File: src/design/htfd_pkg.sv
// Shared constants, types and helper functions of the humidity/temperature frame decoder.
`default_nettype none

package htfd_pkg;

   localparam int unsigned DATA_W     = 8;
   localparam int unsigned WORD_W     = 16;
   localparam int unsigned VAL_W      = 18;
   localparam int unsigned GAIN_W     = 18;
   localparam int unsigned OFFS_W     = 16;
   localparam int unsigned SCALE_W    = 2;
   localparam int unsigned STATUS_W   = 2;
   localparam int unsigned POS_W      = 3;
   localparam int unsigned FRAME_LEN  = 5;
   localparam int unsigned CSR_IDX_W  = 3;
   localparam int unsigned CSR_DATA_W = 18;
   localparam int unsigned MUL_W      = 25;
   localparam int unsigned PROD_W     = 2 * MUL_W;
   localparam int unsigned WIDE_W     = 36;
   localparam int unsigned CAL_SHIFT  = 16;
   localparam int unsigned DIV5_SHIFT = 25;
   localparam int unsigned FBIAS_W    = 23;

   localparam logic [STATUS_W-1:0] STATUS_OK      = 2'd0;
   localparam logic [STATUS_W-1:0] STATUS_CRC     = 2'd1;
   localparam logic [STATUS_W-1:0] STATUS_TIMEOUT = 2'd2;

   localparam logic [CSR_IDX_W-1:0] REG_TEMP_GAIN   = 3'd0;
   localparam logic [CSR_IDX_W-1:0] REG_TEMP_OFFSET = 3'd1;
   localparam logic [CSR_IDX_W-1:0] REG_HUM_GAIN    = 3'd2;
   localparam logic [CSR_IDX_W-1:0] REG_HUM_OFFSET  = 3'd3;
   localparam logic [CSR_IDX_W-1:0] REG_TEMP_SCALE  = 3'd4;
   localparam logic [CSR_IDX_W-1:0] REG_ERR_MODE    = 3'd5;

   localparam logic [SCALE_W-1:0] SCALE_CELSIUS    = 2'd0;
   localparam logic [SCALE_W-1:0] SCALE_KELVIN     = 2'd1;
   localparam logic [SCALE_W-1:0] SCALE_FAHRENHEIT = 2'd2;

   localparam logic [GAIN_W-1:0] GAIN_UNITY = 18'd65536;

   localparam logic [DATA_W-1:0] CRC_POLY = 8'h31;
   localparam logic [DATA_W-1:0] CRC_INIT = 8'hFF;

   localparam logic [POS_W-1:0] POS_T_HI  = 3'd0;
   localparam logic [POS_W-1:0] POS_T_LO  = 3'd1;
   localparam logic [POS_W-1:0] POS_H_HI  = 3'd3;
   localparam logic [POS_W-1:0] POS_LAST  = 3'd5;

   // full-scale spans in Q8: 175*256 and 100*256
   localparam logic signed [MUL_W-1:0] TEMP_SPAN  = 25'sd44800;
   localparam logic signed [MUL_W-1:0] HUM_SPAN   = 25'sd25600;
   // ceil(2^25 / 5)
   localparam logic signed [MUL_W-1:0] DIV5_RECIP = 25'sd6710887;

   localparam logic signed [VAL_W-1:0]  CEL_OFFSET  = 18'sd11520;
   localparam logic signed [WIDE_W-1:0] KELVIN_Q8   = 36'sd69926;
   localparam logic signed [WIDE_W-1:0] FAHR_OFFSET = 36'sd8192;
   // keeps 9*celsius positive before the divide by five: 5 * DIV5_BIAS_K
   localparam logic signed [WIDE_W-1:0] DIV5_BIAS_K = 36'sd262144;
   localparam logic signed [WIDE_W-1:0] DIV5_BIAS   = 36'sd1310720;

   localparam logic signed [WIDE_W-1:0] SAT_MAX = 36'sd131071;
   localparam logic signed [WIDE_W-1:0] SAT_MIN = -36'sd131072;

   typedef struct packed {
      logic last_byte;
      logic crc_good;
   } frame_status_type;

   // one CRC byte step, message byte already folded into the seed
   function automatic logic [DATA_W-1:0] crc8_byte(input logic [DATA_W-1:0] seed);
      logic [DATA_W-1:0] c;
      c = seed;
      for (int k = 0; k < DATA_W; k++) begin
         c = c[DATA_W-1] ? ({c[DATA_W-2:0], 1'b0} ^ CRC_POLY) : {c[DATA_W-2:0], 1'b0};
      end
      return c;
   endfunction

   // floor(x / 65535): x>>16 undershoots by at most one for the products used here
   function automatic logic [WORD_W-1:0] div65535(input logic [2*WORD_W-1:0] x);
      logic [WORD_W-1:0] q0;
      logic [WORD_W:0]   r;
      q0 = x[2*WORD_W-1:WORD_W];
      r  = {1'b0, x[WORD_W-1:0]} + {1'b0, q0};
      return (r >= 17'd65535) ? q0 + 16'd1 : q0;
   endfunction

   function automatic logic signed [VAL_W-1:0] sat18(input logic signed [WIDE_W-1:0] v);
      logic signed [VAL_W-1:0] res;
      if (v > SAT_MAX) begin
         res = VAL_W'(SAT_MAX);
      end else if (v < SAT_MIN) begin
         res = VAL_W'(SAT_MIN);
      end else begin
         res = VAL_W'(v);
      end
      return res;
   endfunction

endpackage

`default_nettype wire

File: src/design/htfd_if.sv
// Valid/ready channel interfaces: sensor byte input, result output and register writes.
`default_nettype none

interface htfd_req_if;
   logic                          valid;
   logic                          ready;
   logic                          op;
   logic [htfd_pkg::DATA_W-1:0]   data_byte;

   modport source (output valid, output op, output data_byte, input ready);
   modport sink   (input valid, input op, input data_byte, output ready);
endinterface

interface htfd_rsp_if;
   logic                                 valid;
   logic                                 ready;
   logic signed [htfd_pkg::VAL_W-1:0]    temperature;
   logic signed [htfd_pkg::VAL_W-1:0]    humidity;
   logic [htfd_pkg::STATUS_W-1:0]        status;

   modport source (output valid, output temperature, output humidity, output status,
                   input ready);
   modport sink   (input valid, input temperature, input humidity, input status,
                   output ready);
endinterface

interface htfd_csr_if;
   logic                              valid;
   logic                              ready;
   logic [htfd_pkg::CSR_IDX_W-1:0]    index;
   logic [htfd_pkg::CSR_DATA_W-1:0]   wdata;

   modport source (output valid, output index, output wdata, input ready);
   modport sink   (input valid, input index, input wdata, output ready);
endinterface

`default_nettype wire

File: src/design/htfd_frame.sv
// Frame collector: byte position, stored frame bytes and running CRC-8 of both words.
`default_nettype none

module htfd_frame (
   input  wire logic                          clock,
   input  wire logic                          reset,
   input  wire logic                          byte_accept,
   input  wire logic                          abort,
   input  wire logic [htfd_pkg::DATA_W-1:0]   data_byte,
   output      htfd_pkg::frame_status_type    status,
   output      logic [htfd_pkg::WORD_W-1:0]   temp_raw,
   output      logic [htfd_pkg::WORD_W-1:0]   hum_raw
);
   import htfd_pkg::*;

   logic [POS_W-1:0]  pos_ff, pos_in;
   logic [DATA_W-1:0] store_ff [FRAME_LEN];
   logic [DATA_W-1:0] crc_t_ff, crc_t_in;
   logic [DATA_W-1:0] crc_h_ff, crc_h_in;
   logic [DATA_W-1:0] crc_seed;
   logic [DATA_W-1:0] crc_next;

   always_comb begin
      if (pos_ff == POS_T_HI || pos_ff == POS_H_HI) begin
         crc_seed = CRC_INIT;
      end else if (pos_ff == POS_T_LO) begin
         crc_seed = crc_t_ff;
      end else begin
         crc_seed = crc_h_ff;
      end
      crc_next = crc8_byte(crc_seed ^ data_byte);
   end

   always_comb begin
      pos_in   = pos_ff;
      crc_t_in = crc_t_ff;
      crc_h_in = crc_h_ff;
      if (abort) begin
         pos_in = '0;
      end else if (byte_accept) begin
         pos_in = (pos_ff == POS_LAST) ? '0 : pos_ff + 3'd1;
         if (pos_ff == POS_T_HI || pos_ff == POS_T_LO) begin
            crc_t_in = crc_next;
         end
         if (pos_ff == POS_H_HI || pos_ff == POS_LAST - 3'd1) begin
            crc_h_in = crc_next;
         end
      end
   end

   always_ff @(posedge clock) begin
      if (reset) begin
         pos_ff <= '0;
      end else begin
         pos_ff <= pos_in;
      end
   end

   always_ff @(posedge clock) begin
      crc_t_ff <= crc_t_in;
      crc_h_ff <= crc_h_in;
      if (byte_accept && pos_ff < POS_LAST) begin
         store_ff[pos_ff] <= data_byte;
      end
   end

   // the sixth byte is the humidity CRC, checked as it arrives
   assign status.last_byte = byte_accept && (pos_ff == POS_LAST);
   assign status.crc_good  = (crc_t_ff == store_ff[2]) && (crc_h_ff == data_byte);

   assign temp_raw = {store_ff[0], store_ff[1]};
   assign hum_raw  = {store_ff[3], store_ff[4]};

   a_pos_range: assert property (@(posedge clock) disable iff (reset)
      pos_ff <= POS_LAST)
      else $error("frame position beyond last byte");

   a_pos_wrap: assert property (@(posedge clock) disable iff (reset)
      (status.last_byte || abort) |=> pos_ff == '0)
      else $error("frame position not restarted after end of frame");

endmodule

`default_nettype wire

File: src/design/htfd_mul.sv
// Shared signed multiplier with registered product, used for the span, gain and divide-by-five products.
`default_nettype none

module htfd_mul (
   input  wire logic                                clock,
   input  wire logic                                enable,
   input  wire logic signed [htfd_pkg::MUL_W-1:0]   op_a,
   input  wire logic signed [htfd_pkg::MUL_W-1:0]   op_b,
   output      logic signed [htfd_pkg::PROD_W-1:0]  prod
);
   import htfd_pkg::*;

   logic signed [PROD_W-1:0] prod_ff;

   always_ff @(posedge clock) begin
      if (enable) begin
         prod_ff <= PROD_W'(op_a) * PROD_W'(op_b);
      end
   end

   assign prod = prod_ff;

endmodule

`default_nettype wire

File: src/design/humidity_temp_frame_decoder.sv
// Top level: frame decoder with register file, conversion sequencer and result register.
//
//  Channel  Dir  Payload                              Transaction
//  req      in   op, data_byte                        one sensor byte or a timeout
//  rsp      out  temperature, humidity, status        one result per frame end or abort
//  csr      in   index, wdata                         one register write, always ready
//
// Bytes one to five take one cycle each and give no result.
// Sixth byte: TMUL, TDIV, TGAIN, TCAL, HMUL, HDIV, HGAIN, HCAL, UNIT, FDIV in Fahrenheit,
// then DONE; span, gain and divide-by-five products share the one 25x25 multiplier, at
// most one multiply per state. Timeout or CRC error: zero values go straight to DONE, last
// good values join at UNIT. req ready is low while the sequencer runs; a finished result
// waits in the output register, and only the next result stalls until it is taken.
// Synchronous reset restores register defaults, clears the frame position and last values.
`default_nettype none

module humidity_temp_frame_decoder (
   input wire logic   clock,
   input wire logic   reset,
   htfd_req_if.sink   req_chan,
   htfd_rsp_if.source rsp_chan,
   htfd_csr_if.sink   csr_chan
);
   import htfd_pkg::*;

   localparam int unsigned ST_W = 4;
   localparam logic [ST_W-1:0] ST_IDLE  = 4'd0;
   localparam logic [ST_W-1:0] ST_TMUL  = 4'd1;
   localparam logic [ST_W-1:0] ST_TDIV  = 4'd2;
   localparam logic [ST_W-1:0] ST_TGAIN = 4'd3;
   localparam logic [ST_W-1:0] ST_TCAL  = 4'd4;
   localparam logic [ST_W-1:0] ST_HMUL  = 4'd5;
   localparam logic [ST_W-1:0] ST_HDIV  = 4'd6;
   localparam logic [ST_W-1:0] ST_HGAIN = 4'd7;
   localparam logic [ST_W-1:0] ST_HCAL  = 4'd8;
   localparam logic [ST_W-1:0] ST_UNIT  = 4'd9;
   localparam logic [ST_W-1:0] ST_FDIV  = 4'd10;
   localparam logic [ST_W-1:0] ST_DONE  = 4'd11;

   // configuration registers
   logic [GAIN_W-1:0]        temp_gain_ff;
   logic signed [OFFS_W-1:0] temp_offset_ff;
   logic [GAIN_W-1:0]        hum_gain_ff;
   logic signed [OFFS_W-1:0] hum_offset_ff;
   logic [SCALE_W-1:0]       temp_scale_ff;
   logic                     err_mode_ff;

   // sequencer and datapath
   logic [ST_W-1:0]          state_ff, state_in;
   logic signed [VAL_W-1:0]  tcel_ff, tcel_in;
   logic signed [VAL_W-1:0]  hum_ff, hum_in;
   logic signed [VAL_W-1:0]  temp_res_ff, temp_res_in;
   logic [STATUS_W-1:0]      status_ff, status_in;
   logic signed [VAL_W-1:0]  last_temp_ff, last_temp_in;
   logic signed [VAL_W-1:0]  last_hum_ff, last_hum_in;
   logic                     rsp_valid_ff, rsp_valid_in;
   logic signed [VAL_W-1:0]  rsp_temp_ff;
   logic signed [VAL_W-1:0]  rsp_hum_ff;
   logic [STATUS_W-1:0]      rsp_status_ff;
   logic                     rsp_load;

   logic                     req_accept;
   frame_status_type         frame_status;
   logic [WORD_W-1:0]        temp_raw;
   logic [WORD_W-1:0]        hum_raw;

   logic                     mul_en;
   logic signed [MUL_W-1:0]  mul_a;
   logic signed [MUL_W-1:0]  mul_b;
   logic signed [PROD_W-1:0] prod;

   logic [WORD_W-1:0]        quot;
   logic signed [VAL_W-1:0]  quot_val;
   logic signed [OFFS_W-1:0] cal_offset;
   logic signed [WIDE_W-1:0] cal_sum;
   logic signed [VAL_W-1:0]  cal_sat;
   logic signed [VAL_W-1:0]  kelvin_sat;
   logic signed [WIDE_W-1:0] fbias_wide;
   logic [FBIAS_W-1:0]       fbias;
   logic signed [WIDE_W-1:0] fahr_sum;
   logic signed [VAL_W-1:0]  fahr_sat;

   assign req_accept     = req_chan.valid && req_chan.ready;
   assign req_chan.ready = (state_ff == ST_IDLE);
   assign csr_chan.ready = 1'b1;

   htfd_frame u_frame (
      .clock       (clock),
      .reset       (reset),
      .byte_accept (req_accept && !req_chan.op),
      .abort       (req_accept && req_chan.op),
      .data_byte   (req_chan.data_byte),
      .status      (frame_status),
      .temp_raw    (temp_raw),
      .hum_raw     (hum_raw)
   );

   htfd_mul u_mul (
      .clock  (clock),
      .enable (mul_en),
      .op_a   (mul_a),
      .op_b   (mul_b),
      .prod   (prod)
   );

   // operand selection for the shared multiplier
   always_comb begin
      mul_en = 1'b1;
      unique case (state_ff)
         ST_TMUL: begin
            mul_a = MUL_W'(temp_raw);
            mul_b = TEMP_SPAN;
         end
         ST_TGAIN: begin
            mul_a = MUL_W'(tcel_ff);
            mul_b = MUL_W'(temp_gain_ff);
         end
         ST_HMUL: begin
            mul_a = MUL_W'(hum_raw);
            mul_b = HUM_SPAN;
         end
         ST_HGAIN: begin
            mul_a = MUL_W'(hum_ff);
            mul_b = MUL_W'(hum_gain_ff);
         end
         ST_UNIT: begin
            mul_a = MUL_W'(fbias);
            mul_b = DIV5_RECIP;
         end
         default: begin
            mul_en = 1'b0;
            mul_a  = '0;
            mul_b  = '0;
         end
      endcase
   end

   // post-multiply arithmetic on the registered product, and the Kelvin and Fahrenheit terms from tcel_ff
   always_comb begin
      quot       = div65535(prod[2*WORD_W-1:0]);
      quot_val   = VAL_W'(quot);
      cal_offset = (state_ff == ST_HCAL) ? hum_offset_ff : temp_offset_ff;
      cal_sum    = WIDE_W'(signed'(prod[PROD_W-1:CAL_SHIFT])) + WIDE_W'(cal_offset);
      cal_sat    = sat18(cal_sum);
      kelvin_sat = sat18(WIDE_W'(tcel_ff) + KELVIN_Q8);
      // 9*celsius shifted positive, floor-divided by five in the multiplier
      fbias_wide = (WIDE_W'(tcel_ff) <<< 3) + WIDE_W'(tcel_ff) + DIV5_BIAS;
      fbias      = fbias_wide[FBIAS_W-1:0];
      fahr_sum   = WIDE_W'(prod[PROD_W-1:DIV5_SHIFT]) - DIV5_BIAS_K + FAHR_OFFSET;
      fahr_sat   = sat18(fahr_sum);
   end

   always_comb begin
      state_in     = state_ff;
      tcel_in      = tcel_ff;
      hum_in       = hum_ff;
      temp_res_in  = temp_res_ff;
      status_in    = status_ff;
      last_temp_in = last_temp_ff;
      last_hum_in  = last_hum_ff;
      rsp_load     = 1'b0;
      unique case (state_ff)
         ST_IDLE: begin
            if (req_accept && (req_chan.op || frame_status.last_byte)) begin
               if (!req_chan.op && frame_status.crc_good) begin
                  status_in = STATUS_OK;
                  state_in  = ST_TMUL;
               end else begin
                  status_in = req_chan.op ? STATUS_TIMEOUT : STATUS_CRC;
                  if (err_mode_ff) begin
                     tcel_in  = last_temp_ff;
                     hum_in   = last_hum_ff;
                     state_in = ST_UNIT;
                  end else begin
                     temp_res_in = '0;
                     hum_in      = '0;
                     state_in    = ST_DONE;
                  end
               end
            end
         end
         ST_TMUL: begin
            state_in = ST_TDIV;
         end
         ST_TDIV: begin
            tcel_in  = quot_val - CEL_OFFSET;
            state_in = ST_TGAIN;
         end
         ST_TGAIN: begin
            state_in = ST_TCAL;
         end
         ST_TCAL: begin
            tcel_in  = cal_sat;
            state_in = ST_HMUL;
         end
         ST_HMUL: begin
            state_in = ST_HDIV;
         end
         ST_HDIV: begin
            hum_in   = quot_val;
            state_in = ST_HGAIN;
         end
         ST_HGAIN: begin
            state_in = ST_HCAL;
         end
         ST_HCAL: begin
            hum_in       = cal_sat;
            last_temp_in = tcel_ff;
            last_hum_in  = cal_sat;
            state_in     = ST_UNIT;
         end
         ST_UNIT: begin
            case (temp_scale_ff)
               SCALE_KELVIN: begin
                  temp_res_in = kelvin_sat;
                  state_in    = ST_DONE;
               end
               SCALE_FAHRENHEIT: begin
                  state_in = ST_FDIV;
               end
               default: begin
                  temp_res_in = tcel_ff;
                  state_in    = ST_DONE;
               end
            endcase
         end
         ST_FDIV: begin
            temp_res_in = fahr_sat;
            state_in    = ST_DONE;
         end
         ST_DONE: begin
            if (!rsp_valid_ff || rsp_chan.ready) begin
               rsp_load = 1'b1;
               state_in = ST_IDLE;
            end
         end
         default: begin
            state_in = ST_IDLE;
         end
      endcase
   end

   assign rsp_valid_in = rsp_load || (rsp_valid_ff && !rsp_chan.ready);

   always_ff @(posedge clock) begin
      if (reset) begin
         state_ff       <= ST_IDLE;
         rsp_valid_ff   <= 1'b0;
         last_temp_ff   <= '0;
         last_hum_ff    <= '0;
         temp_gain_ff   <= GAIN_UNITY;
         temp_offset_ff <= '0;
         hum_gain_ff    <= GAIN_UNITY;
         hum_offset_ff  <= '0;
         temp_scale_ff  <= SCALE_CELSIUS;
         err_mode_ff    <= 1'b0;
      end else begin
         state_ff     <= state_in;
         rsp_valid_ff <= rsp_valid_in;
         last_temp_ff <= last_temp_in;
         last_hum_ff  <= last_hum_in;
         if (csr_chan.valid && csr_chan.ready) begin
            unique case (csr_chan.index)
               REG_TEMP_GAIN:   temp_gain_ff   <= csr_chan.wdata[GAIN_W-1:0];
               REG_TEMP_OFFSET: temp_offset_ff <= signed'(csr_chan.wdata[OFFS_W-1:0]);
               REG_HUM_GAIN:    hum_gain_ff    <= csr_chan.wdata[GAIN_W-1:0];
               REG_HUM_OFFSET:  hum_offset_ff  <= signed'(csr_chan.wdata[OFFS_W-1:0]);
               REG_TEMP_SCALE:  temp_scale_ff  <= csr_chan.wdata[SCALE_W-1:0];
               REG_ERR_MODE:    err_mode_ff    <= csr_chan.wdata[0];
               default: ;
            endcase
         end
      end
   end

   always_ff @(posedge clock) begin
      tcel_ff     <= tcel_in;
      hum_ff      <= hum_in;
      temp_res_ff <= temp_res_in;
      status_ff   <= status_in;
      if (rsp_load) begin
         rsp_temp_ff   <= temp_res_ff;
         rsp_hum_ff    <= hum_ff;
         rsp_status_ff <= status_ff;
      end
   end

   assign rsp_chan.valid       = rsp_valid_ff;
   assign rsp_chan.temperature = rsp_temp_ff;
   assign rsp_chan.humidity    = rsp_hum_ff;
   assign rsp_chan.status      = rsp_status_ff;

   a_timeout_path: assert property (@(posedge clock) disable iff (reset)
      (req_accept && req_chan.op) |=> (state_ff == ST_DONE || state_ff == ST_UNIT))
      else $error("timeout transaction did not take the error path");

   a_zero_on_error: assert property (@(posedge clock) disable iff (reset)
      (state_ff == ST_DONE && status_ff != STATUS_OK && !err_mode_ff)
      |-> (temp_res_ff == '0 && hum_ff == '0))
      else $error("error result carries non-zero values in zero mode");

   a_rsp_from_done: assert property (@(posedge clock) disable iff (reset)
      $rose(rsp_valid_ff) |-> $past(state_ff) == ST_DONE)
      else $error("result raised outside the completion state");

endmodule

`default_nettype wire
File: src/flat_wrapper.sv
// flat-port wrapper written by rule: the top's interface ports become plain ports
module humidity_temp_frame_decoder_flat import htfd_pkg::*;
  (clock, reset, req_chan_valid, req_chan_op, req_chan_data_byte, req_chan_ready, rsp_chan_valid, rsp_chan_temperature, rsp_chan_humidity, rsp_chan_status, rsp_chan_ready, csr_chan_valid, csr_chan_index, csr_chan_wdata, csr_chan_ready);
  htfd_req_if req_chan_i ();
  htfd_rsp_if rsp_chan_i ();
  htfd_csr_if csr_chan_i ();
  input wire logic clock;
  input wire logic reset;
  input wire logic [$bits(req_chan_i.valid)-1:0] req_chan_valid;
  input wire logic [$bits(req_chan_i.op)-1:0] req_chan_op;
  input wire logic [$bits(req_chan_i.data_byte)-1:0] req_chan_data_byte;
  output wire logic [$bits(req_chan_i.ready)-1:0] req_chan_ready;
  output wire logic [$bits(rsp_chan_i.valid)-1:0] rsp_chan_valid;
  output wire logic [$bits(rsp_chan_i.temperature)-1:0] rsp_chan_temperature;
  output wire logic [$bits(rsp_chan_i.humidity)-1:0] rsp_chan_humidity;
  output wire logic [$bits(rsp_chan_i.status)-1:0] rsp_chan_status;
  input wire logic [$bits(rsp_chan_i.ready)-1:0] rsp_chan_ready;
  input wire logic [$bits(csr_chan_i.valid)-1:0] csr_chan_valid;
  input wire logic [$bits(csr_chan_i.index)-1:0] csr_chan_index;
  input wire logic [$bits(csr_chan_i.wdata)-1:0] csr_chan_wdata;
  output wire logic [$bits(csr_chan_i.ready)-1:0] csr_chan_ready;
  assign req_chan_i.valid = req_chan_valid;
  assign req_chan_i.op = req_chan_op;
  assign req_chan_i.data_byte = req_chan_data_byte;
  assign req_chan_ready = req_chan_i.ready;
  assign rsp_chan_valid = rsp_chan_i.valid;
  assign rsp_chan_temperature = rsp_chan_i.temperature;
  assign rsp_chan_humidity = rsp_chan_i.humidity;
  assign rsp_chan_status = rsp_chan_i.status;
  assign rsp_chan_i.ready = rsp_chan_ready;
  assign csr_chan_i.valid = csr_chan_valid;
  assign csr_chan_i.index = csr_chan_index;
  assign csr_chan_i.wdata = csr_chan_wdata;
  assign csr_chan_ready = csr_chan_i.ready;
  humidity_temp_frame_decoder u_core (.clock(clock), .reset(reset), .req_chan(req_chan_i), .rsp_chan(rsp_chan_i), .csr_chan(csr_chan_i));
endmodule
File: config.mk
export PLATFORM = sky130hd
export DESIGN_NAME = humidity_temp_frame_decoder_flat
export DESIGN_NICKNAME = d
export VERILOG_FILES = /design/src/design/htfd_pkg.sv /design/src/design/htfd_if.sv /design/src/design/htfd_frame.sv /design/src/design/htfd_mul.sv /design/src/design/humidity_temp_frame_decoder.sv /design/src/flat_wrapper.sv
export SDC_FILE = /design/constraint.sdc
export NUM_CORES = 2
export LEC_CHECK = 0
export ABC_AREA = 1
export BUFFER_PORTS_ARGS = -buffer_cell sky130_fd_sc_hd__buf_2
export CAP_MARGIN = 20
export CELL_PAD_IN_SITES_DETAIL_PLACEMENT = 0
export CELL_PAD_IN_SITES_GLOBAL_PLACEMENT = 1
export CORE_MARGIN = 3
export CORE_UTILIZATION = 54
export DETAILED_ROUTE_END_ITERATION = 8
export GPL_ROUTABILITY_DRIVEN = 0
export GPL_TIMING_DRIVEN = 0
export PLACE_DENSITY = 0.95
export SLEW_MARGIN = 10
export SYNTH_ARGS = -nofsm -noshare
export SYNTH_HDL_FRONTEND = slang
export SYNTH_SLANG_ARGS = --single-unit
File: constraint.sdc
create_clock -name clock -period 19.95 [get_ports clock]
set_input_delay 0.9975 -clock clock [delete_from_list [all_inputs] [get_ports clock]]
set_output_delay 0.9975 -clock clock [all_outputs]
set_load 0.01 [all_outputs]
==> results.yml <==
clock_network:
  cts_buffers: 30
  clk_pin_slew_ps: 70
  clk_latency_ps: 580
  clock_sinks: 314
  cts_tree: "done"
  ctsHoldBuffers: 0
  cts_setup_buffers: 0
  postCtsResizedCells: 0
  cts_root_buffer: "clkbuf_16"
  htreeDepth: 1
  clk_path_buf_depth: 3
placement:
  placed_cell_area_um2: 39080
  portBuffers: 73
  place_inst: 5648
  dp_slack_ps: 9385
  place_hpwl_mm: 99.47
setup_path:
  start_kind: "flip-flop"
  r2r_slack_ps: 9320
  path_class: "reg -> reg"
  r2r_cells: 33
  crit_required_ps: 20340
  path_buf_inv: 11
  crit_path_end: "u_core.u_mul.prod[48]$_DFFE_PP_"
  cp.depth: 33
  crit_family: "adder cells"
  cp_max_fo: 10
  critPathSlowestCell: "buf_1"
  crit_start: "u_core.state_ff[3]$_SDFFE_PP0P_"
  crit_top_cell: "inv_1"
  cp.arrival_ps: 11020
  max_stage_delay_ps: 760
  worstReg2RegEnd: "u_core.u_mul.prod[48]$_DFFE_PP_"
  end_kind: "flip-flop"
  r2r-start: "u_core.state_ff[3]$_SDFFE_PP0P_"
timing:
  period_needed_ps: 10630
  clock.fmax_mhz: 94.11
  tightestPinTransition_ps: 1321
  setup_viol: 0
  slew_headroom_pct: 11.94
  worst_clock_skew_ps: 25.09
  fin_ws_ps: 9324
  fin_tns_setup_ps: 0
  maxSlewViolCount: 0
  hold_violations: 0
  fin_hold_ws_ps: 414.7
  grt_setup_unrepaired: "no"
  min_period_over_period_pct: 53.26
global_route:
  grt_use_total_pct: 32.86
  grt_pass1_vias: 31559
  grt_start_max_net_pins: 31
  grt.overflow.total: 0
  grt_first_pass_wirelength_mm: 183.3
  antenna_found_initial: 2
floorplan:
  start_util_pct: 55.14
  fp.dieW_um: 269.3
  rows: 95
  coreArea_um2: 67870
  die_y_um: 269.3
  ioPinCount: 76
  dieArea_um2: 72500
min_path:
  hold_class: "reg -> reg"
  hold_depth: 0
synthesis:
  syn_inst: 4643
  ys_dominant_reg_cell: "edfxtp_1"
  netlist_area_um2: 37430
  seq_area_frac_synth_pct: 22.12
  syn_avg_cell_area_um2: 8.061
  synth.distinct_cells: 57
  synth_edf_count: 199
  synth-warning-count: 0
  synth_seq_cells: 314
  async_flop_share_pct: 0
detailed_routing:
  firstDrtPassIters: 8
  drc_errors: 0
  wirelength_mm: 119.9
  viasPerCell: 5.568
  drt-initial-drc-count: 3257
  routed-via-count: 31771
  routedWlPerCell_um: 21.01
  final_antenna_net_count: 0
run_status:
  status: "complete, no violations"
finish:
  nets: 5553
  areaGrowthSynthToFinish_pct: 7.114
  instances_no_fill: 5706
  multi_input_area_um2: 24790
  fillerInstances: 6152
  layout-drive-gt1-share_pct: 3.868
  ff_latch_area_um2: 8278
  fin_area_um2: 40090
power_and_ir_drop:
  p_leak_nw: 19.67
  power_density_nw_per_um2: 87.57
  vdd_drop_max_mv: 0.1706
job:
  drv_cap: 0
==> metal layers <==
| metal | vias to the layer above | GRT usage, % | wire length (um) |
|---|---|---|---|
| met4 | 0 | 14.03 | 6547 |
| met3 | 305 | 7.130 | 13390 |
| li1 | 14469 | - | - |
| met2 | 1731 | 51.12 | 52350 |
| met5 | - | 0 | 0 |
| met1 | 15266 | 44.68 | 47630 |
==> flip-flops by register name, indices dropped and copies added (netlist names), 16 cells and up <==
| register | cells |
|---|---|
| u_core.temp_gain_ff | 18 |
| u_core.u_frame.store_ff | 40 |
| u_core.last_hum_ff | 18 |
| u_core.tcel_ff | 18 |
| u_core.hum_gain_ff | 18 |
| u_core.last_temp_ff | 18 |
| u_core.hum_offset_ff | 16 |
| u_core.temp_res_ff | 18 |
| u_core.rsp_chan.humidity | 18 |
| u_core.hum_ff | 18 |
| u_core.u_mul.prod | 49 |
| u_core.rsp_chan.temperature | 18 |
| u_core.temp_offset_ff | 16 |
==> cell families after synthesis <==
group	share of synthesized area [%]
buf+inv	11.79
xor+xnor	3.407
fa+ha+maj	35.99
other cells	0.02007
simple gates	18.37
compound gates	8.311
flops	22.12
==> worst min-delay path by stage <==
stage                     slack [ps]                                       end                         startpoint
after global routing             420  u_core.rsp_chan.temperature[2]$_DFFE_PP_    u_core.temp_res_ff[2]$_DFFE_PP_
after global placement           400       u_core.rsp_chan.status[1]$_DFFE_PP_  u_core.status_ff[1]$_SDFFCE_PP0P_
after floorplan                  400       u_core.rsp_chan.status[0]$_DFFE_PP_  u_core.status_ff[0]$_SDFFCE_PP0P_
final                            410  u_core.rsp_chan.temperature[2]$_DFFE_PP_    u_core.temp_res_ff[2]$_DFFE_PP_
after CTS                        410  u_core.rsp_chan.temperature[2]$_DFFE_PP_    u_core.temp_res_ff[2]$_DFFE_PP_
after detailed placement         400  u_core.rsp_chan.temperature[2]$_DFFE_PP_    u_core.temp_res_ff[2]$_DFFE_PP_
==> synthesized netlist by cell type (all sizes together) (16+ instances only) <==
| library cell | count | area share [%] |
|---|---|---|
| edfxtp | 199 | 16 |
| a21oi | 194 | 2.6 |
| dfxtp | 115 | 6.2 |
| nor2 | 437 | 4.4 |
| xnor2 | 37 | 0.89 |
| ha | 230 | 7.7 |
| nand2 | 1036 | 10 |
| a31oi | 18 | 0.32 |
| inv | 1043 | 10 |
| nand4 | 28 | 0.48 |
| buf | 16 | 0.24 |
| fa | 529 | 28 |
| clkbuf | 102 | 1.0 |
| nand3 | 137 | 1.8 |
| nor3 | 38 | 0.51 |
| o211ai | 41 | 0.84 |
| o21ai | 224 | 3.0 |
| xor2 | 106 | 2.5 |
==> cell type report <==
class                   count  area share (%)
flip-flops and latches    314           20.65
clock inverters            14          0.2372
inverters                1050           9.831
clock buffers              42           2.266
plain buffers             118           1.177
repair buffers             79           1.108
multi-input cells        3166           61.84
well taps                 921           2.875
diodes                      2         0.01248
==> cell usage in the layout, fill, tap and decap left out, types with 32 or more instances in the layout <==
master | synthesis | layout
a21oi_1 | 190 | 188
buf_2 | 5 | 79
clkbuf_1 | 102 | 105
clkbuf_16 | 0 | 32
dfxtp_1 | 115 | 115
edfxtp_1 | 199 | 199
fa_1 | 529 | 529
ha_1 | 230 | 230
inv_1 | 1038 | 1038
nand2_1 | 1029 | 1029
nand3_1 | 137 | 137
nor2_1 | 434 | 433
nor3_1 | 38 | 36
o211ai_1 | 40 | 40
o21ai_0 | 204 | 203
xnor2_1 | 36 | 36
xor2_1 | 104 | 104
==> stage by stage <==
step | utilization [%] | power [mW]
6_report | 59.07 | 3.511
5_1_grt | 59.06 | 3.739
4_1_cts | 59.06 | 3.458
3_5_place_dp | 57.58 | 2.876
3_3_place_gp | 57.41 | 2.846
2_1_floorplan | - | 2.256
==> power breakdown <==
part	leakage (nW)	switching [mW]	internal, mW
clock	0.501	0.255	0.329
sequential	2.79	0.145	0.907
combinational	16.4	1.31	0.566
Note: power is estimated with default switching activity, not from simulation.
